## src/bchd_pkg.sv

```systemverilog
// ----------------------------------------------------------------------------
// bchd_pkg
// Shared types and constants for the button click and hold detector: the
// per-button mode and event codes, the register indexes, the sample and
// result words, and the layout of one entry of the per-button state memory.
// ----------------------------------------------------------------------------
package bchd_pkg;

	localparam int ButtonCount = 2;
	localparam int ButtonIdxW  = 1;
	localparam int TimeW       = 32;
	localparam int CfgIdxW     = 3;
	localparam int CfgDataW    = 16;

	localparam logic [15:0] DebounceTimeReset = 16'd20;
	localparam logic [15:0] ClickTimeoutReset = 16'd280;
	localparam logic [15:0] HoldTimeReset     = 16'd2500;
	localparam logic        AutoOffReset      = 1'b1;
	localparam logic        PowerButtonReset  = 1'b1;

	typedef enum logic [2:0] {
		MODE_WAIT_RELEASE = 3'd0,
		MODE_IDLE         = 3'd1,
		MODE_DEB_PRESS    = 3'd2,
		MODE_PRESSED      = 3'd3,
		MODE_DEB_RELEASE  = 3'd4,
		MODE_WAIT_SECOND  = 3'd5
	} mode_t;

	typedef enum logic [2:0] {
		EV_NONE   = 3'd0,
		EV_DOWN   = 3'd1,
		EV_LONG   = 3'd2,
		EV_UP     = 3'd3,
		EV_SINGLE = 3'd4,
		EV_DOUBLE = 3'd5
	} event_t;

	typedef enum logic [CfgIdxW-1:0] {
		REG_DEBOUNCE_TIME = 3'd0,
		REG_CLICK_TIMEOUT = 3'd1,
		REG_HOLD_TIME     = 3'd2,
		REG_AUTO_OFF      = 3'd3,
		REG_POWER_BUTTON  = 3'd4
	} cfg_reg_t;

	typedef struct packed {
		logic [ButtonIdxW-1:0] button;
		logic                  pressed;
		logic [TimeW-1:0]      now_ms;
	} sample_t;

	typedef struct packed {
		logic [ButtonIdxW-1:0] button_out;
		event_t                event_res;
		logic                  power_off_request;
	} result_t;

	typedef struct packed {
		mode_t            mode;
		logic [TimeW-1:0] debounce_start;
		logic [TimeW-1:0] press_start;
		logic [TimeW-1:0] release_time;
		logic             long_reported;
	} entry_t;

	localparam entry_t EntryReset = '{
		mode:           MODE_WAIT_RELEASE,
		debounce_start: '0,
		press_start:    '0,
		release_time:   '0,
		long_reported:  1'b0
	};

endpackage

```

## src/button_click_hold_detector_top.sv

```systemverilog
// ----------------------------------------------------------------------------
// button_click_hold_detector_top
// Debounces periodic button samples and reports press-down, long press,
// press-up, single click and double click per button, with a one-time
// power-off request on a long press of the power button.
// ----------------------------------------------------------------------------
//
//   Channel   Direction  Handshake                       Word
//   sample    in         sample_valid / sample_stall     bchd_pkg::sample_t
//   result    out        result_valid / result_stall     bchd_pkg::result_t
//   config    in         cfg_we (no handshake back)      cfg_idx, cfg_wdata
//
// A sample word is taken every cycle while the result side keeps up. The state
// memory is read at the edge that takes the word, the update stage works on it,
// and its result word goes into the output register when the stage advances.
// The per-button state memory has one write and one read port; when a word
// reads the entry that the word ahead of it is writing in the same cycle, the
// new entry is bypassed into the read register. Reset clears the valid flags,
// the halt flag and the entry valid bits and loads the register reset values
// at once, so the block is ready in the first cycle after reset. When the
// result register is full and stalled, the update stage holds its word and
// the sample side is stalled in turn.
//
module button_click_hold_detector_top (
	input  logic                             clk,
	input  logic                             arst_n,
	input  logic                             sample_valid,
	output logic                             sample_stall,
	input  bchd_pkg::sample_t                sample,
	output logic                             result_valid,
	input  logic                             result_stall,
	output bchd_pkg::result_t                result,
	input  logic                             cfg_we,
	input  logic [bchd_pkg::CfgIdxW-1:0]     cfg_idx,
	input  logic [bchd_pkg::CfgDataW-1:0]    cfg_wdata
);

	// Configuration registers.
	logic [15:0] debounce_time_q;
	logic [15:0] click_timeout_q;
	logic [15:0] hold_time_q;
	logic        auto_off_q;
	logic        power_button_q;

	// Per-button state memory with one valid bit per entry; an entry that has
	// never been written reads as the reset entry.
	bchd_pkg::entry_t                   mem_q [bchd_pkg::ButtonCount];
	logic [bchd_pkg::ButtonCount-1:0]   entry_vld_q;

	// Update stage: the accepted word and the entry read for it.
	logic               vld_s1;
	bchd_pkg::sample_t  sample_s1;
	bchd_pkg::entry_t   entry_s1;

	// Output register and the global halt flag.
	logic               result_valid_q;
	bchd_pkg::result_t  result_q;
	logic               halted_q;

	logic               advance;
	logic               accept;
	logic               active;
	logic               wr_en;
	logic               bypass;
	bchd_pkg::entry_t   entry_new;
	bchd_pkg::event_t   ev;
	logic               poff;

	// The word held in the update stage leaves when the output register is
	// empty or is being emptied in this cycle.
	assign advance      = vld_s1 && (!result_valid_q || !result_stall);
	assign sample_stall = vld_s1 && !advance;
	assign accept       = sample_valid && !sample_stall;

	// Halted, or an index that no button has: the word passes with no event.
	assign active = !halted_q && (32'(sample_s1.button) < bchd_pkg::ButtonCount);
	assign wr_en  = advance && active;
	assign bypass = wr_en && (sample_s1.button == sample.button);

	function automatic logic elapsed(input logic [bchd_pkg::TimeW-1:0] now,
			input logic [bchd_pkg::TimeW-1:0] since, input logic [15:0] limit);
		logic [bchd_pkg::TimeW-1:0] diff;
		diff = now - since;
		return diff >= {16'b0, limit};
	endfunction

	always_ff @(posedge clk or negedge arst_n) begin
		if (!arst_n) begin
			debounce_time_q <= bchd_pkg::DebounceTimeReset;
			click_timeout_q <= bchd_pkg::ClickTimeoutReset;
			hold_time_q     <= bchd_pkg::HoldTimeReset;
			auto_off_q      <= bchd_pkg::AutoOffReset;
			power_button_q  <= bchd_pkg::PowerButtonReset;
		end else if (cfg_we) begin
			unique case (bchd_pkg::cfg_reg_t'(cfg_idx))
				bchd_pkg::REG_DEBOUNCE_TIME: debounce_time_q <= cfg_wdata;
				bchd_pkg::REG_CLICK_TIMEOUT: click_timeout_q <= cfg_wdata;
				bchd_pkg::REG_HOLD_TIME:     hold_time_q     <= cfg_wdata;
				bchd_pkg::REG_AUTO_OFF:      auto_off_q      <= cfg_wdata[0];
				bchd_pkg::REG_POWER_BUTTON:  power_button_q  <= cfg_wdata[0];
				default: ;
			endcase
		end
	end

	// Read side of the memory, with the bypass from the write port.
	always_ff @(posedge clk) begin
		if (accept) begin
			sample_s1 <= sample;
			if (bypass) begin
				entry_s1 <= entry_new;
			end else if (entry_vld_q[sample.button]) begin
				entry_s1 <= mem_q[sample.button];
			end else begin
				entry_s1 <= bchd_pkg::EntryReset;
			end
		end
	end

	// Write side of the memory.
	always_ff @(posedge clk) begin
		if (wr_en) begin
			mem_q[sample_s1.button] <= entry_new;
		end
	end

	always_ff @(posedge clk or negedge arst_n) begin
		if (!arst_n) begin
			entry_vld_q    <= '0;
			vld_s1         <= 1'b0;
			result_valid_q <= 1'b0;
			halted_q       <= 1'b0;
		end else begin
			if (wr_en) begin
				entry_vld_q[sample_s1.button] <= 1'b1;
			end
			if (accept) begin
				vld_s1 <= 1'b1;
			end else if (advance) begin
				vld_s1 <= 1'b0;
			end
			if (advance) begin
				result_valid_q <= 1'b1;
			end else if (!result_stall) begin
				result_valid_q <= 1'b0;
			end
			if (advance && poff) begin
				halted_q <= 1'b1;
			end
		end
	end

	always_ff @(posedge clk) begin
		if (advance) begin
			result_q.button_out        <= sample_s1.button;
			result_q.event_res         <= active ? ev : bchd_pkg::EV_NONE;
			result_q.power_off_request <= active && poff;
		end
	end

	// Per-button mode machine: next entry and event for the word in stage 1.
	always_comb begin
		entry_new = entry_s1;
		ev        = bchd_pkg::EV_NONE;
		unique case (entry_s1.mode)
			bchd_pkg::MODE_WAIT_RELEASE: begin
				if (!sample_s1.pressed) begin
					entry_new.mode = bchd_pkg::MODE_IDLE;
				end
			end
			bchd_pkg::MODE_DEB_PRESS: begin
				if (sample_s1.pressed) begin
					if (elapsed(sample_s1.now_ms, entry_s1.debounce_start,
							debounce_time_q)) begin
						entry_new.mode          = bchd_pkg::MODE_PRESSED;
						entry_new.press_start   = sample_s1.now_ms;
						entry_new.long_reported = 1'b0;
						ev                      = bchd_pkg::EV_DOWN;
					end
				end else begin
					entry_new.mode = bchd_pkg::MODE_IDLE;
				end
			end
			bchd_pkg::MODE_PRESSED: begin
				if (sample_s1.pressed) begin
					if (!entry_s1.long_reported && elapsed(sample_s1.now_ms,
							entry_s1.press_start, hold_time_q)) begin
						entry_new.long_reported = 1'b1;
						ev                      = bchd_pkg::EV_LONG;
					end
				end else begin
					entry_new.mode           = bchd_pkg::MODE_DEB_RELEASE;
					entry_new.debounce_start = sample_s1.now_ms;
				end
			end
			bchd_pkg::MODE_DEB_RELEASE: begin
				if (!sample_s1.pressed) begin
					if (elapsed(sample_s1.now_ms, entry_s1.debounce_start,
							debounce_time_q)) begin
						ev = bchd_pkg::EV_UP;
						if (entry_s1.long_reported) begin
							entry_new.mode = bchd_pkg::MODE_IDLE;
						end else begin
							entry_new.mode         = bchd_pkg::MODE_WAIT_SECOND;
							entry_new.release_time = sample_s1.now_ms;
						end
					end
				end else begin
					entry_new.mode = bchd_pkg::MODE_PRESSED;
				end
			end
			bchd_pkg::MODE_WAIT_SECOND: begin
				if (sample_s1.pressed) begin
					entry_new.mode           = bchd_pkg::MODE_DEB_PRESS;
					entry_new.debounce_start = sample_s1.now_ms;
					ev                       = bchd_pkg::EV_DOUBLE;
				end else if (elapsed(sample_s1.now_ms, entry_s1.release_time,
						click_timeout_q)) begin
					entry_new.mode = bchd_pkg::MODE_IDLE;
					ev             = bchd_pkg::EV_SINGLE;
				end
			end
			default: begin
				// Idle, and any code that has no meaning, behave as idle.
				entry_new.mode = bchd_pkg::MODE_IDLE;
				if (sample_s1.pressed) begin
					entry_new.mode           = bchd_pkg::MODE_DEB_PRESS;
					entry_new.debounce_start = sample_s1.now_ms;
				end
			end
		endcase
		poff = (ev == bchd_pkg::EV_LONG) && (sample_s1.button == power_button_q)
			&& auto_off_q;
	end

	assign result_valid = result_valid_q;
	assign result       = result_q;

endmodule

```

## config.mk

```make
export PLATFORM = sky130hd
export DESIGN_NAME = button_click_hold_detector_top
export DESIGN_NICKNAME = d
export VERILOG_FILES = /design/src/bchd_pkg.sv /design/src/button_click_hold_detector_top.sv
export SDC_FILE = /design/constraint.sdc
export NUM_CORES = 1
export LEC_CHECK = 0
export ABC_AREA = 1
export BUFFER_PORTS_ARGS = -buffer_cell sky130_fd_sc_hd__buf_4
export CORE_MARGIN = 2
export CORE_UTILIZATION = 64
export DETAILED_ROUTE_END_ITERATION = 8
export PLACE_DENSITY = 0.81
export SYNTH_ARGS = -nofsm -noshare
export SYNTH_HDL_FRONTEND = slang
export SYNTH_SLANG_ARGS = --single-unit
```

## constraint.sdc

```tcl
create_clock -name clk -period 7.6 [get_ports clk]
set_input_delay 0 -clock clk [delete_from_list [all_inputs] [get_ports clk]]
set_output_delay 0 -clock clk [all_outputs]
set_load 0.02 [all_outputs]
```

==> impl_results.md <==
* Unrepaired setup endpoints after global routing: false
* Synth top area share at about two fifths
* Syn_area_per_cell at between 8 and 9 um2
* Post-route ant nets at 0
* Fillers at 2,927
* Slew Limit Headroom at around 19%
* Synth top area cells: edfxtp_1 41%, nand2_1 17%, ha_1 7.1%
* CP max stage delay at between 800 and 900 ps
* First-pass GRT wire length at ~120 mm
* Synth Net Count at 3,283
* Final-stage net count at about 3,400
* Crit-path slowest cell: buf_4
* Register area share after synthesis at a little under half
* Ports at 65
* Crit Path Class: register to register
* Die X at roughly 200 um
* Hold_ws at a little over 7 ps
* All-Layer GR Usage at a little under two fifths
* Number of port buffers at 64
* Post-CTS repair timing setup buffer count at 0
* PD cells at between 200 and 250 mW/mm2
* Syn Inst Count at about 3,100
* Setup WS post-layout at 2604 ps
* Max-slew violation count at 0
* Met2 GRT Util at 63.03%
* Reg-to-reg slack, setup at about 2600 ps
* Worst Path Required at 8050 ps
* FMAX at between 200 and 250 MHz
* Hold Path Class: input pin to asynchronous set/reset pin
* Worst r2r src: sample_s1[1]$_DFFE_PP_
* P&R area growth vs syn at 11.85%
* Routed Wire Length at approximately 76 mm
* Post-synth top cells: 1,096 x nand2_1, 459 x inv_1, 339 x edfxtp_1
* Synth Cell Area at 0.02476 mm2
* Reg clk slew, reported paths at roughly 60 ps
* Reg2reg end: entry_s1[27]$_DFFE_PP_
* Crit Path Max Fanout at 64
* Maximum vdd drop at 0.2430 mV
* Seq cells post-synth at between 300 and 400
* Cell row count at 72
* Critical path endpoint category: register
* 1st-iter DRT viols at roughly 2,100
* CP top delay family: simple AND/OR/NAND/NOR gates
* Met1 Usage GRT at slightly below 50%
* Share of layout cells above drive strength 1 at approximately 8.2%
* Number of synthesis warnings at 0
* Register area at between 0.01 and 0.015 mm2
* Post-synth EDFFs at ~340
* Worst skew pair latency at roughly 600 ps
* Vias at 21,879
* Final Cycle Share at roughly two thirds
* Synth cell types at between 40 and 50
* Clock Sinks at 394
* Slew @ Worst Pin at ~1200 ps
* Gr busiest metal: met2
* Clock skew at ~32 ps
* Hold Vio Cnt, Final at 0
* Post-synth ARST share at between 10 and 15%
* Die Ht at 200.7 um
* Cell with the most instances after synthesis: nand2_1
* Remaining DRCs at 0
* Via density at between 5 and 6
* Number of global-route vias before repair at approximately 21,000
* Synth Flop Type: edfxtp_1
* Global routing usage on met3 at a little under 6%
* R2R cell count at 26
* Fin util at between 70% and 80%
* Total Negative Setup Slacks at 0 ps
* CP bufs+invs at 3
* CP dominant cell by count: nand2_1
* N_diodes at 0
* MaxCap Viol Count at 0
* Post-place setup slack at around 2800 ps
* Resize count post-CTS at 0
* CTS Root Cell: clkbuf_16
* CTS buffer count at 42
* Final GP Congestion at between 1 and 1.5
* CTS tree: yes
* Final setup vio count at 0
* Power after layout at 0.006267 W
* Worst EP arrival at 5450 ps
* Setup crit start kind: register
* Area taken by multi-input logic gates at about 0.011 mm2
* Wire length per cell at 20.42 um
* Die area at slightly above 0.04 mm2
* Post-layout min period at between 4000 and 5000 ps
* Core Region at ~0.038 mm2
* Critical path startpoint: sample_s1[1]$_DFFE_PP_
* Outcome: complete, no violations
* Grt total ovfl at 0
* First-pass DRT Iterations at 7
* HPWL after DPL at 52.56 mm
* Clock Tree Buf Depth at 3
* Initial Util at about 65%
* Leak at roughly 13 nW
* Largest net degree at the start of global routing at 73
* Initial antenna violation count at 0
* Htree depth at 2
* Synth area leader: edfxtp_1
-- per-layer routing --
metal  share of wire [%]  wire length (um)
met5                   0                 0
met2                  47             35500
met1                  40             30190
met4                 4.6              3483
met3                 9.3              7084
-- logic make-up after synthesis --
group / synth area share [%]
compound gates: 10.92
xor+xnor: 1.804
fa+ha+maj: 7.367
buf+inv: 8.767
flops: 46.73
mux: 0.2426
simple gates: 24.17
-- state kept, by name, summed over array words and instances, names as in the netlist, 2 cells and up --
signal and flops:
debounce_time_q 16, entry_vld_q 2, entry_s1 100, sample_s1 34
result 5, mem_q 200, hold_time_q 16, click_timeout_q 16
-- worst max-delay path by stage --
stage                                 endpoint  slack, ps  cells past startpoint
floorplan           entry_vld_q[1]$_DFFE_PN0P_       1750                      4
global placement        entry_s1[24]$_DFFE_PP_       3000                     26
detailed placement      entry_s1[26]$_DFFE_PP_       2790                     26
CTS                     entry_s1[30]$_DFFE_PP_       2710                     26
global route            entry_s1[30]$_DFFE_PP_       2280                     26
finish                  entry_s1[27]$_DFFE_PP_       2600                     26
-- metrics by stage --
stage	cell area (um2)	std cells
floorplan	24760	3081
global placement	25710	3603
detailed placement	25710	3603
CTS	27700	3735
global route	27700	3735
finish	27700	3735
-- timing repair --
action	4_1_cts	5_1_grt
hold buffers	59	0
endpoints found under the setup margin	0	0
endpoints found under the hold margin	150	0
-- cells in the final DEF (no fill, tap or decap), types with 26 or more instances in the layout --
master,n
a21o_1,35
clkbuf_16,42
a21oi_1,137
nand3_1,103
o21ai_0,120
buf_4,84
inv_1,456
nand2_2,29
o21ai_2,32
o21ai_1,41
dlygate4sd3_1,59
o211ai_1,33
xor2_1,44
nor3_1,26
dfrtp_1,43
ha_1,141
nor2_1,167
o221ai_1,32
edfxtp_1,339
nand2_1,1095
-- area by class of cell --
type / count / area share, %
sequential: 394 / 41.78
tap: 518 / 2.340
multi-input combinational: 2128 / 39.90
clock inverter: 21 / 1.075
timing repair buffer: 143 / 4.409
clock buffer: 52 / 3.967
inverter: 479 / 6.524
-- report_power, final --
part / internal [W] / leakage, nW / total [W] / switching [W]
logic: 0.000524 / 8.70 / 0.00155 / 0.00102
clock network: 0.00124 / 0.682 / 0.00213 / 0.000886
registers: 0.00250 / 3.84 / 0.00259 / 0.0000916
No activity file was read; power rests on OpenSTA's default activity.
